**src/rtl/fdtd_pkg.sv**
```systemverilog
// ----------------------------------------------------------------------------
// fdtd_pkg
// Shared types, constants and helpers for the 1-D Yee field update block.
// ----------------------------------------------------------------------------
package fdtd_pkg;

    localparam int CELLS_DEF = 1024;
    localparam int FIELD_W   = 32;
    localparam int COEF_W    = 48;
    localparam int USE_W     = 11;
    localparam int CELL_W    = 10;
    localparam int CFG_IW    = 3;
    localparam int CFG_DW    = 48;

    localparam logic [USE_W-1:0]         USE_RST   = 11'd1024;
    localparam logic signed [COEF_W-1:0] COEF_ONE  = 48'sh0001_0000_0000;
    localparam logic signed [FIELD_W-1:0] FIELD_MAX = 32'sh7fff_ffff;
    localparam logic signed [FIELD_W-1:0] FIELD_MIN = 32'sh8000_0000;

    typedef enum logic [CFG_IW-1:0] {
        REG_CELLS_IN_USE = 3'd0,
        REG_SOURCE_CELL  = 3'd1,
        REG_PROBE_CELL   = 3'd2,
        REG_E_DECAY      = 3'd3,
        REG_E_CURL_GAIN  = 3'd4,
        REG_H_DECAY      = 3'd5,
        REG_H_CURL_GAIN  = 3'd6
    } reg_idx_t;

    typedef enum logic [1:0] {
        TERM_E_DECAY = 2'd0,
        TERM_E_CURL  = 2'd1,
        TERM_H_DECAY = 2'd2,
        TERM_H_CURL  = 2'd3
    } term_t;

    typedef struct packed {
        logic  clr_wr;
        logic  take_in;
        logic  rd0;
        logic  ld0;
        logic  rd_nx;
        logic  ld_nx;
        logic  mul_a;
        logic  mul_b;
        logic  mul_c;
        logic  mul_d;
        logic  mul_e;
        term_t term;
        logic  e_fin;
        logic  h_fin;
        logic  probe_rd;
        logic  probe_ld;
    } cmd_t;

    typedef struct packed {
        logic n_zero;
        logic n_one;
        logic loop_last;
        logic clr_last;
        logic out_free;
    } sts_t;

    // clamp a 33-bit sum to the field range
    function automatic logic signed [FIELD_W-1:0] sat33(input logic signed [FIELD_W:0] v);
        logic signed [FIELD_W-1:0] r;
        if (v[FIELD_W] != v[FIELD_W-1])
        begin
            r = v[FIELD_W] ? FIELD_MIN : FIELD_MAX;
        end
        else
        begin
            r = v[FIELD_W-1:0];
        end
        return r;
    endfunction

endpackage

```
**src/rtl/fdtd_ctrl.sv**
```systemverilog
// ----------------------------------------------------------------------------
// fdtd_ctrl
// Sequencer: store clearing, per-cell E then H update, probe readout.
// ----------------------------------------------------------------------------
module fdtd_ctrl (
    input  logic           clk,
    input  logic           rst_n,
    input  logic           in_valid,
    input  fdtd_pkg::sts_t sts,
    output logic           idle,
    output fdtd_pkg::cmd_t cmd
);

    typedef enum logic [14:0] {
        S_CLEAR    = 15'b000_0000_0000_0001,
        S_IDLE     = 15'b000_0000_0000_0010,
        S_RD0      = 15'b000_0000_0000_0100,
        S_LD0      = 15'b000_0000_0000_1000,
        S_RD_NX    = 15'b000_0000_0001_0000,
        S_LD_NX    = 15'b000_0000_0010_0000,
        S_MUL_A    = 15'b000_0000_0100_0000,
        S_MUL_B    = 15'b000_0000_1000_0000,
        S_MUL_C    = 15'b000_0001_0000_0000,
        S_MUL_D    = 15'b000_0010_0000_0000,
        S_MUL_E    = 15'b000_0100_0000_0000,
        S_E_FIN    = 15'b000_1000_0000_0000,
        S_H_FIN    = 15'b001_0000_0000_0000,
        S_PROBE_RD = 15'b010_0000_0000_0000,
        S_PROBE_LD = 15'b100_0000_0000_0000
    } state_t;

    state_t          state_reg;
    state_t          state_next;
    fdtd_pkg::term_t term_reg;
    fdtd_pkg::term_t term_next;

    always_ff @(posedge clk or negedge rst_n)
    begin
        if (!rst_n)
        begin
            state_reg <= S_CLEAR;
            term_reg  <= fdtd_pkg::TERM_E_DECAY;
        end
        else
        begin
            state_reg <= state_next;
            term_reg  <= term_next;
        end
    end

    assign idle = (state_reg == S_IDLE);

    always_comb
    begin
        state_next = state_reg;
        term_next  = term_reg;
        cmd        = '0;
        cmd.term   = term_reg;
        case (state_reg)
            S_CLEAR:
            begin
                cmd.clr_wr = 1'b1;
                if (sts.clr_last)
                begin
                    state_next = S_IDLE;
                end
            end
            S_IDLE:
            begin
                if (in_valid)
                begin
                    cmd.take_in = 1'b1;
                    state_next  = sts.n_zero ? S_PROBE_RD : S_RD0;
                end
            end
            S_RD0:
            begin
                cmd.rd0    = 1'b1;
                state_next = S_LD0;
            end
            S_LD0:
            begin
                cmd.ld0    = 1'b1;
                state_next = sts.n_one ? S_PROBE_RD : S_RD_NX;
            end
            S_RD_NX:
            begin
                cmd.rd_nx  = 1'b1;
                state_next = S_LD_NX;
            end
            S_LD_NX:
            begin
                cmd.ld_nx  = 1'b1;
                term_next  = fdtd_pkg::TERM_E_DECAY;
                state_next = S_MUL_A;
            end
            S_MUL_A:
            begin
                cmd.mul_a  = 1'b1;
                state_next = S_MUL_B;
            end
            S_MUL_B:
            begin
                cmd.mul_b  = 1'b1;
                state_next = S_MUL_C;
            end
            S_MUL_C:
            begin
                cmd.mul_c  = 1'b1;
                state_next = S_MUL_D;
            end
            S_MUL_D:
            begin
                cmd.mul_d  = 1'b1;
                state_next = S_MUL_E;
            end
            S_MUL_E:
            begin
                cmd.mul_e = 1'b1;
                if (term_reg == fdtd_pkg::TERM_E_CURL)
                begin
                    state_next = S_E_FIN;
                end
                else if (term_reg == fdtd_pkg::TERM_H_CURL)
                begin
                    state_next = S_H_FIN;
                end
                else
                begin
                    term_next  = fdtd_pkg::term_t'(term_reg + 2'd1);
                    state_next = S_MUL_A;
                end
            end
            S_E_FIN:
            begin
                cmd.e_fin  = 1'b1;
                term_next  = fdtd_pkg::TERM_H_DECAY;
                state_next = S_MUL_A;
            end
            S_H_FIN:
            begin
                cmd.h_fin  = 1'b1;
                state_next = sts.loop_last ? S_PROBE_RD : S_RD_NX;
            end
            S_PROBE_RD:
            begin
                cmd.probe_rd = 1'b1;
                state_next   = S_PROBE_LD;
            end
            S_PROBE_LD:
            begin
                // hold until the result register can take the new result
                if (sts.out_free)
                begin
                    cmd.probe_ld = 1'b1;
                    state_next   = S_IDLE;
                end
            end
            default:
            begin
                state_next = S_IDLE;
            end
        endcase
    end

endmodule

```
**config.mk**
```make
export PLATFORM = sky130hd
export DESIGN_NAME = fdtd_ctrl
export DESIGN_NICKNAME = d
export VERILOG_FILES = /design/src/rtl/fdtd_pkg.sv /design/src/rtl/fdtd_ctrl.sv
export SDC_FILE = /design/constraint.sdc
export NUM_CORES = 1
export LEC_CHECK = 0
export BUFFER_PORTS_ARGS = -buffer_cell sky130_fd_sc_hd__buf_2
export CORE_MARGIN = 4
export CORE_UTILIZATION = 57
export CTS_CLUSTER_DIAMETER = 50
export DETAILED_ROUTE_END_ITERATION = 10
export PLACE_DENSITY = 0.8
export SYNTH_ARGS = -nofsm -noshare
export SYNTH_HDL_FRONTEND = slang
export SYNTH_SLANG_ARGS = --single-unit
```
**constraint.sdc**
```tcl
create_clock -name clk -period 4.2 [get_ports clk]
set_clock_uncertainty 0.2 [all_clocks]
set_input_delay 0.84 -clock clk [delete_from_list [all_inputs] [get_ports clk]]
set_output_delay 0.84 -clock clk [all_outputs]
set_load 0.005 [all_outputs]
```
==> flow_metrics.env, run 1 <==
export IMPL_status="finished, final reports clean"
export IMPL_cts_clk_slew_worst_paths_ns=0.09
export IMPL_fin_ws_ns=0.989
export IMPL_die_area_um2=2810
export IMPL_critPathMaxFanout=9
export IMPL_timing_fmax_ghz=0.311
export IMPL_synth_xor_area_share_pct=3.04
export IMPL_relSlewSlack_pct=71.8
export IMPL_drt_iter0_markers=20
export IMPL_layout_commonest_cell="buf_2"
export IMPL_num_vias=921
export IMPL_synth_fp_nets=125
export IMPL_swShare_pct=42.1
export IMPL_ant_nets=0
export IMPL_synthToLayoutAreaGrowth_pct=12.7
export IMPL_worstPathRequired_ns=3.16
export IMPL_avgSynthCellArea_um2=10.1
export IMPL_groute_usage_overall_pct=19.3
export IMPL_synth_compound_area_share_pct=11.5
export IMPL_fin_nets=150
export IMPL_ir_worst_vdd_v=0.000331
export IMPL_synth_top_cell_by_area="dfrtp_1"
export IMPL_cts_setup_buffers=0
export IMPL_synth_warnings=0
export IMPL_wirelength_um=2190
export IMPL_end_kind="primary output"
export IMPL_synth_seq_cells=17
export IMPL_place_inst=161
export IMPL_largest_reg_flops=15
export IMPL_synth_cells=114
export IMPL_holdBufCountCts=0
export IMPL_final_cell_mix="buf_2 (25), dfrtp_1 (16), nor2_1 (10)"
export IMPL_place_area_um2=1270
export IMPL_insertion_delay_ns=0.29
export IMPL_grt_pass1_wl_um=4000
export IMPL_crit_type="flop to primary output"
export IMPL_synth_top_family_by_area="simple AND/OR/NAND/NOR gates"
export IMPL_grt_max_degree=18
export IMPL_cts_sinks=17
export IMPL_wl_met2_um=1110
export IMPL_drive_gt1_share_pct=29.7
export IMPL_synth_cell_type_count=40
export IMPL_yosys_area_share_simple_pct=38.1
export IMPL_grt_overflow_total=0
export IMPL_p_leak_uw=0.000622
export IMPL_ys_seq_area_share_pct=37.0
export IMPL_cts_repair_resized=0
export IMPL_top_layer="met4"
export IMPL_core_um2=1940
export IMPL_initial_core_util_pct=59.3
export IMPL_cts_buffers=3
export IMPL_setup_tns_ns=0
export IMPL_met3WireLength_um=101
export IMPL_route_detailed_drc=0
export IMPL_p_per_area_nw_per_um2=478
export IMPL_synthMuxAreaShare_pct=1.74
export IMPL_worst_r2r_path_depth=5
export IMPL_dp_hpwl_um=1790
export IMPL_yosys_top_cells_area="dfrtp_1 (35%), nor3b_1 (4.6%), nor4_4 (3.7%), ha_1 (3.3%), nor2_1 (3.3%)"
export IMPL_seqPwrFrac_pct=35.8
export IMPL_wl_per_cell_um=13.2
export IMPL_grt_pass1_vias=930
export IMPL_instances_no_fill=165
export IMPL_antenna_found_initial=0
export IMPL_synth_top_cell_area_share_pct=34.7
export IMPL_worstPathArrival_ns=2.17
export IMPL_max_cap_violations=0
export IMPL_design_area_um2=1300
export IMPL_tritoncts="done"
export IMPL_first_pass_iters=4
export IMPL_dpl_worst_slack_ns=1.32
export IMPL_syn_cell_area_um2=1150
export IMPL_rows=16
export IMPL_cts_root_buf="clkbuf_4"
export IMPL_hold_viol=0
export IMPL_worstMarginPinSlew_ns=0.423
export IMPL_die_h_um=53.0
export IMPL_comb_power_share_pct=50.4
export IMPL_period_share_pct=76.4
export IMPL_routabilityCongestion=0.893
export IMPL_met1Wirelength_um=953
export IMPL_h_tree_depth=1
export IMPL_r2r_start="state_reg[2]"
export IMPL_p_int_uw=359
export IMPL_final_setup_viol_count=0
export IMPL_clockBufferDepth=2
export IMPL_diodes=0
export IMPL_min_period_ns=3.21
export IMPL_p_sw_uw=261
export IMPL_startpoint="state_reg[4]"
export IMPL_port_buffers=25
export IMPL_chipWidth_um=53.0
export IMPL_hp_class="input pin to async pin"
export IMPL_synthAdderAreaFrac_pct=3.26
export IMPL_grt_setup_unrepaired="no"
export IMPL_clockPowerShare_pct=13.8
export IMPL_top_level_ports=26
export IMPL_startpoint_type="flop"
export IMPL_maxSlewViolCount=0
export IMPL_avgViaCountPerCell=5.58
## synth_stat cells
master	count
or4b_4	1
dfrtp_1	16
o22ai_1	2
nand4_1	4
and2_2	1
nand2b_1	5
nand2_4	1
nor2b_1	5
nor4_2	2
dfstp_2	1
o32ai_1	2
nor3_4	1
ha_1	3
and4bb_2	1
nor3b_2	1
a22oi_1	1
xnor2_1	3
xor2_1	1
buf_6	2
inv_1	6
buf_4	1
clkbuf_1	1
mux2i_1	2
a21oi_1	4
nand3_2	1
nor4_4	2
nor4b_1	4
buf_2	1
and2b_1	1
o21bai_1	2
o21ai_0	3
and2_1	3
o22a_1	1
nor3_1	3
nor2_1	10
nor3b_1	7
o221ai_1	1
nand2_1	4
o32ai_4	1
nor4_1	3
## routing by layer
layer  GRT usage (%)  up-vias
met1            25.4      431
li1                -      464
met5               0        -
met3            3.66        3
met2            31.2       23
met4            7.23        0
## worst paths after layout
check | slack, ns | end
worst max-delay path | 0.99 | cmd[8]
worst min-delay path | 0.26 | state_reg[5]
worst max register to register | 2.14 | state_reg[1]
worst min register to register | 0.37 | state_reg[9]
max in group asynchronous | 3.22 | state_reg[0]
min in group clk | 0.37 | state_reg[9]
## stage by stage
step           total power (uW)  util (%)  hold slack, ns
3_5_place_dp                539      65.5           0.367
2_1_floorplan               464         -           0.311
6_report                    620      66.9           0.258
5_1_grt                     678      66.9           0.251
3_3_place_gp                531      65.5           0.338
4_1_cts                     625      66.9           0.260
## kinds of logic (layout without fill, tap and decap cells)
kind of cell             after synthesis  in the layout
AO/OA/AOI/OAI                         17             17
XOR/XNOR                               4              4
adder cells (fa/ha/maj)                3              3
buffers and inverters                 11             35
flip-flops                            17             17
multiplexers                           2              2
AND/OR/NAND/NOR                       60             60
## critical path, cell delays in order (launching register included)
cell and delay (ns):
dfrtp_1 0.51, nor3_4 0.35, nand3_2 0.13, or4b_4 0.56, nor3b_1 0.19, buf_2 0.14
## power by group through the flow
stage	sequential [uW]	clock [uW]	combinational [uW]
final	222	85.5	313
after detailed placement	225	0	314
after global routing	227	96.4	355
after CTS	222	87.5	316
after floorplan	217	0	247
after global placement	224	0	307
## final cells by class
| class | instances | area [um2] |
|---|---|---|
| clock buffers | 4 | 26.3 |
| flip-flops and latches | 17 | 427 |
| fillers | 163 | 643 |
| inverters | 6 | 22.5 |
| well taps | 27 | 33.8 |
| multi-input cells | 86 | 664 |
| repair buffers | 25 | 125 |
No activity file was read; power rests on OpenSTA's default activity.
==> run 2: changes to the inputs <==
- ABC_AREA: unset -> 1
- CORE_UTILIZATION: 57 -> 47
- PLACE_DENSITY: 0.8 -> 0.71
- clock period: 4.2 -> 2.6 ns (I/O delays scaled with it)
==> run 2 against run 1 <==
Net effect:
- sequential power up 46%
- setup slack lost 0.74 ns
- area after synthesis decreased by 2.0%
- routed wire length rose by 11%
- total power rose by 53%
- die area grew 16%
- sequential share of layout area shrank 0.77 points
- critical path type unchanged
- worst hold slack got worse by 0.068 ns
- non-clock buffer count rose by 1
- first-iteration DRC count decreased by 45%
==> flow_metrics.env, run 2 <==
export IMPL_syn_cell_area_um2=1130
export IMPL_status="finished, final reports clean"
export IMPL_final_cell_mix="inv_1 (31), nor2_1 (30), nand2_1 (26)"
export IMPL_final_setup_viol_count=0
export IMPL_use_met1_pct=19.7
export IMPL_synth_most_common_cell="inv_1"
export IMPL_async_flop_share_pct=100
export IMPL_largest_reg_flops=15
export IMPL_period_share_pct=90.5
export IMPL_wl_per_cell_um=11.4
export IMPL_grt_max_degree=18
export IMPL_grt_use_met3_pct=4.75
export IMPL_critPathMaxFanout=6
export IMPL_cts_buffers=3
export IMPL_routabilityCongestion=0.775
export IMPL_fin_nets=197
export IMPL_antenna_found_initial=0
export IMPL_worstPathRequired_ns=1.88
export IMPL_top_level_ports=26
export IMPL_instances_no_fill=213
export IMPL_layout_commonest_cell="inv_1"
export IMPL_synthToLayoutAreaGrowth_pct=17.7
export IMPL_rows=17
export IMPL_chipWidth_um=57.0
export IMPL_min_period_ns=2.35
export IMPL_rr_endpoint="term_reg[1]"
export IMPL_design_area_um2=1330
export IMPL_synth_edf_count=0
export IMPL_ys_seq_area_share_pct=37.8
export IMPL_setup_tns_ns=0
export IMPL_synth_cells=155
export IMPL_worstPathArrival_ns=1.63
export IMPL_grt_setup_unrepaired="no"
export IMPL_avgSynthCellArea_um2=7.29
export IMPL_grt_pass1_wl_um=4170
export IMPL_end_kind="primary output"
export IMPL_ant_nets=0
export IMPL_use_met2_pct=28.5
export IMPL_hp_class="input pin to flop"
export IMPL_crit_type="flop to primary output"
export IMPL_diodes=0
export IMPL_r2r_start="state_reg[2]"
export IMPL_cts_setup_buffers=0
export IMPL_num_vias=1023
export IMPL_initial_core_util_pct=50.1
export IMPL_cts_sinks=17
export IMPL_drt_iter0_markers=11
export IMPL_synth_warnings=0
export IMPL_groute_usage_overall_pct=16.2
export IMPL_holdPathEnd="state_reg[2]"
export IMPL_timing_fmax_ghz=0.425
export IMPL_tritoncts="done"
export IMPL_worstMarginPinSlew_ns=0.380
export IMPL_yosys_top_cells_area="dfrtp_1 (35%), inv_1 (10%), nor2_1 (10%), nand2_1 (8.6%), nand2_4 (4.0%)"
export IMPL_top_usage_layer="met2"
export IMPL_place_inst=208
export IMPL_relSlewSlack_pct=74.6
export IMPL_synth_seq_cells=17
export IMPL_wirelength_um=2430
export IMPL_dp_hpwl_um=2010
export IMPL_startpoint_type="flop"
export IMPL_h_tree_depth=1
export IMPL_synth_top_cell_area_share_pct=35.4
export IMPL_core_um2=2250
export IMPL_synth_cell_type_count=24
export IMPL_synth_common_cells="inv_1 (31), nor2_1 (30), nand2_1 (26), dfrtp_1 (16)"
export IMPL_cts_clk_slew_worst_paths_ns=0.12
export IMPL_grt_pass1_vias=993
export IMPL_drive_gt1_share_pct=25.9
export IMPL_worst_r2r_path_depth=7
export IMPL_route_detailed_drc=0
export IMPL_maxSlewViolCount=0
export IMPL_p_per_area_nw_per_um2=715
export IMPL_p_leak_uw=0.000839
export IMPL_die_h_um=57.0
export IMPL_avgViaCountPerCell=4.80
export IMPL_holdCritStartpoint="sts[4]"
export IMPL_port_buffers=25
export IMPL_max_cap_violations=0
export IMPL_ys_flop_type="dfrtp_1"
export IMPL_place_area_um2=1290
export IMPL_die_area_um2=3250
export IMPL_synth_fp_nets=166
export IMPL_holdPathStages=2
export IMPL_synth_top_cell_by_area="dfrtp_1"
export IMPL_first_pass_iters=4
export IMPL_hold_viol=0
export IMPL_r2r_slack_ns=0.88
export IMPL_startpoint="state_reg[2]"
export IMPL_grt_overflow_total=0
export IMPL_insertion_delay_ns=0.30
export IMPL_clockBufferDepth=2
export IMPL_ir_worst_vdd_v=0.000569
export IMPL_cts_root_buf="clkbuf_4"
export IMPL_total_power_uw=951
## run 2: cell count changes after synthesis, moves of 4 or more
cell and change:
nand2_1 +22, nor2_2 +5, nor2_1 +20, nor2b_1 -5, inv_1 +25, nand3_1 +8
nand2b_1 -5, nor3b_1 -6, nor4b_1 -4, a21oi_1 -4, nor3_1 +5
## run 2: kinds of logic after synthesis
family                   after synthesis  synth area share (%)
AND/OR/NAND/NOR                       93                  43.3
buffers and inverters                 34                  11.4
flip-flops                            17                  37.8
AO/OA/AOI/OAI                          7                  3.32
adder cells (fa/ha/maj)                3                  3.32
multiplexers                           1                 0.886
## run 2: through the flow
stage	util, %	setup WS (ns)	hold WS [ns]
floorplan	-	0.770	0.0244
global placement	57.2	0.624	0.263
detailed placement	57.2	0.606	0.265
CTS	59.0	0.254	0.177
global route	59.0	0.116	0.165
finish	59.0	0.247	0.190
## run 2: final cells by class
class	instances	area [um2]
fillers	231	925
repair buffers	26	135
clock buffers	3	22.5
clock inverters	1	7.51
inverters	34	129
well taps	28	35.0
multi-input cells	104	574
flip-flops and latches	17	427
## run 2: critical path, stage by stage, from the launching register on
cell and delay [ns]:
dfrtp_1 0.43, nor2_2 0.21, nand2_4 0.12, nor2_1 0.17, nand4_1 0.21, inv_1 0.09
buf_2 0.11
## run 2: where the power goes
part	switching [uW]	leakage, uW	internal [uW]	total, uW
combinational	316	0.000595	161	477
sequential	30.0	0.000230	294	324
clock	90.9	0.0000139	58.6	149
## run 2: worst max-delay path by stage
stage	end	cells past startpoint
floorplan	cmd[0]	5
global placement	cmd[0]	6
detailed placement	cmd[0]	6
CTS	cmd[0]	6
global route	cmd[11]	6
finish	cmd[11]	6
## run 2: per-layer routing
| metal | vias up | wire length [um] |
|---|---|---|
| met5 | - | 0 |
| met4 | 0 | 14 |
| met3 | 2 | 115 |
| met2 | 20 | 1270 |
| met1 | 467 | 1030 |
| li1 | 534 | - |
## run 2: repair_timing
item / CTS / global route
endpoints found under the setup margin: 0 / 0
endpoints found under the hold margin: 16 / 0
hold buffers: 1 / 0
gates resized for setup: 0 / 0
==> run 3: changes to the inputs <==
- CORE_MARGIN: 4 -> 1.5
- clock period: 2.6 -> 1.9 ns (I/O delays scaled with it)
==> run 3 against run 2 <==
Net effect:
- clock power rose by 40%
- via count rose by 20%
- the flow now finishes with violations (setup timing)
- cell area rose by 31%
- routed wire length rose by 43%
- largest cell class unchanged
- first-iteration DRC count rose by 130%
- total power rose by 87%
- highest routed layer unchanged
==> flow_metrics.env, run 3 (synthesized netlist as in run 2, its figures left out) <==
export IMPL_status="finished with violations"
export IMPL_violations="setup timing"
export IMPL_p_sw_uw=814
export IMPL_route_detailed_drc=0
export IMPL_ant_nets=0
export IMPL_r2r_slack_ns=0.03
export IMPL_setup_tns_ns=-3.35
export IMPL_maxSlewViolCount=0
export IMPL_swShare_pct=45.8
export IMPL_grt_pass1_vias=1170
export IMPL_grt_overflow_total=0
export IMPL_rows=17
export IMPL_grt_setup_unrepaired="yes"
export IMPL_port_buffers=25
export IMPL_worstPathRequired_ns=1.32
export IMPL_holdCritStartpoint="sts[4]"
export IMPL_holdPathEnd="state_reg[2]"
export IMPL_ir_worst_vdd_v=0.000675
export IMPL_avgViaCountPerCell=5.06
export IMPL_period_share_pct=113
export IMPL_max_stage_delay_ns=0.44
export IMPL_cts_clk_slew_worst_paths_ns=0.11
export IMPL_place_area_um2=1300
export IMPL_p_per_area_nw_per_um2=1020
export IMPL_groute_usage_overall_pct=25.5
export IMPL_end_kind="primary output"
export IMPL_wl_per_cell_um=14.2
export IMPL_worstMarginPinSlew_ns=0.401
export IMPL_grt_max_degree=18
export IMPL_cts_sinks=17
export IMPL_num_vias=1229
export IMPL_startpoint_type="flop"
export IMPL_p_int_uw=964
export IMPL_comb_power_share_pct=63.1
export IMPL_slowest_stage="dfrtp_1"
export IMPL_relSlewSlack_pct=73.3
export IMPL_cts_root_buf="clkbuf_4"
export IMPL_hp_class="input pin to flop"
export IMPL_cts_buffers=3
export IMPL_top_level_ports=26
export IMPL_h_tree_depth=1
export IMPL_instances_no_fill=243
export IMPL_min_period_ns=2.16
export IMPL_worst_r2r_path_depth=9
export IMPL_diodes=0
export IMPL_clockPowerShare_pct=11.7
export IMPL_dp_hpwl_um=1900
export IMPL_holdPathStages=2
export IMPL_final_cell_mix="inv_1 (27), buf_4 (26), nor2_1 (24)"
export IMPL_place_inst=209
export IMPL_worstPathArrival_ns=1.58
export IMPL_final_setup_viol_count=16
export IMPL_fill_cells=150
export IMPL_initial_core_util_pct=50.6
export IMPL_fin_nets=227
export IMPL_die_h_um=52.0
export IMPL_critPathMaxFanout=8
export IMPL_chipWidth_um=52.0
export IMPL_hold_viol=0
export IMPL_p_leak_uw=0.00103
export IMPL_r2r_start="state_reg[8]"
export IMPL_core_um2=2230
export IMPL_largest_reg_flops=15
export IMPL_drt_iter0_markers=25
export IMPL_drive_gt1_share_pct=48.4
export IMPL_design_area_um2=1750
export IMPL_routabilityCongestion=0.821
export IMPL_clockBufferDepth=2
export IMPL_rr_endpoint="term_reg[1]"
export IMPL_layout_commonest_cell="inv_1"
export IMPL_insertion_delay_ns=0.30
export IMPL_wirelength_um=3460
export IMPL_synthToLayoutAreaGrowth_pct=54.6
export IMPL_seqPwrFrac_pct=25.2
export IMPL_grt_pass1_wl_um=5020
export IMPL_path_cells="nor2_4 > nand2_4 > nor2_8 > nand4_1 > inv_1 > buf_2"
export IMPL_max_cap_violations=0
export IMPL_die_area_um2=2710
export IMPL_tritoncts="done"
export IMPL_crit_type="flop to primary output"
export IMPL_antenna_found_initial=0
export IMPL_fin_ws_ns=-0.256
export IMPL_timing_fmax_ghz=0.464
export IMPL_first_pass_iters=4
-- run 3: changes by cell type in the layout (fill, tap and decap cells not counted), sizes merged --
cell	before	now
inv	31	32
clkinvlp	1	0
clkinv	3	2
buf	25	55
clkbuf	3	4
-- run 3: how the worst max path moves through the flow --
| stage | slack [ns] | end | depth (start not counted) | from |
|---|---|---|---|---|
| 6_report | -0.26 | cmd[11] | 6 | state_reg[8] |
| 5_1_grt | -0.32 | cmd[11] | 6 | state_reg[8] |
| 4_1_cts | -0.20 | cmd[0] | 6 | state_reg[6] |
| 3_5_place_dp | 0.03 | cmd[0] | 6 | state_reg[2] |
| 3_3_place_gp | 0.07 | cmd[0] | 6 | state_reg[7] |
| 2_1_floorplan | 0.21 | cmd[0] | 5 | state_reg[7] |
-- run 3: through the flow --
step	setup WS, ns	total power, uW	hold slack, ns	util (%)
after floorplan	0.210	946	-0.116	-
after global placement	0.0737	1070	0.125	58.1
after detailed placement	0.0328	1090	0.131	58.1
after CTS	-0.197	1550	0.0582	71.9
after global routing	-0.323	1880	0.0482	78.2
final	-0.256	1780	0.0515	78.2
-- run 3: per-layer routing --
layer	global-route usage (%)	share of wire, %	up-vias
met5	0	0	-
met4	12.3	3.9	0
met3	4.89	3.7	12
met2	47.5	53	40
met1	27.1	39	583
li1	-	-	594
-- run 3: power groups by stage --
stage | clock network [uW] | logic [uW] | registers [uW]
6_report | 208 | 1120 | 448
5_1_grt | 218 | 1210 | 452
4_1_cts | 201 | 903 | 447
3_5_place_dp | 0 | 636 | 451
3_3_place_gp | 0 | 624 | 450
2_1_floorplan | 0 | 504 | 443
-- run 3: final cells by class --
| cell class | count | area (um2) | area share, % |
|---|---|---|---|
| clock buffer | 4 | 26.3 | 1.50 |
| inverter | 34 | 138 | 7.88 |
| multi-input combinational | 104 | 726 | 41.5 |
| sequential | 17 | 428 | 24.5 |
| tap | 28 | 35.0 | 2.01 |
| timing repair buffer | 56 | 394 | 22.6 |
-- run 3: critical path: cells and delay by family, from the launching register on --
kind                   cells  cell delay (ns)
and+or+nand+nor            4             0.64
DFF                        1             0.44
buffers and inverters      2             0.20
-- run 3: timing repair --
item	4_1_cts	5_1_grt
hold buffers	1	0
pin swaps	8	11
endpoints found under the setup margin	16	18
endpoints found under the hold margin	16	0
gates resized for setup	22	30
setup buffers	25	7
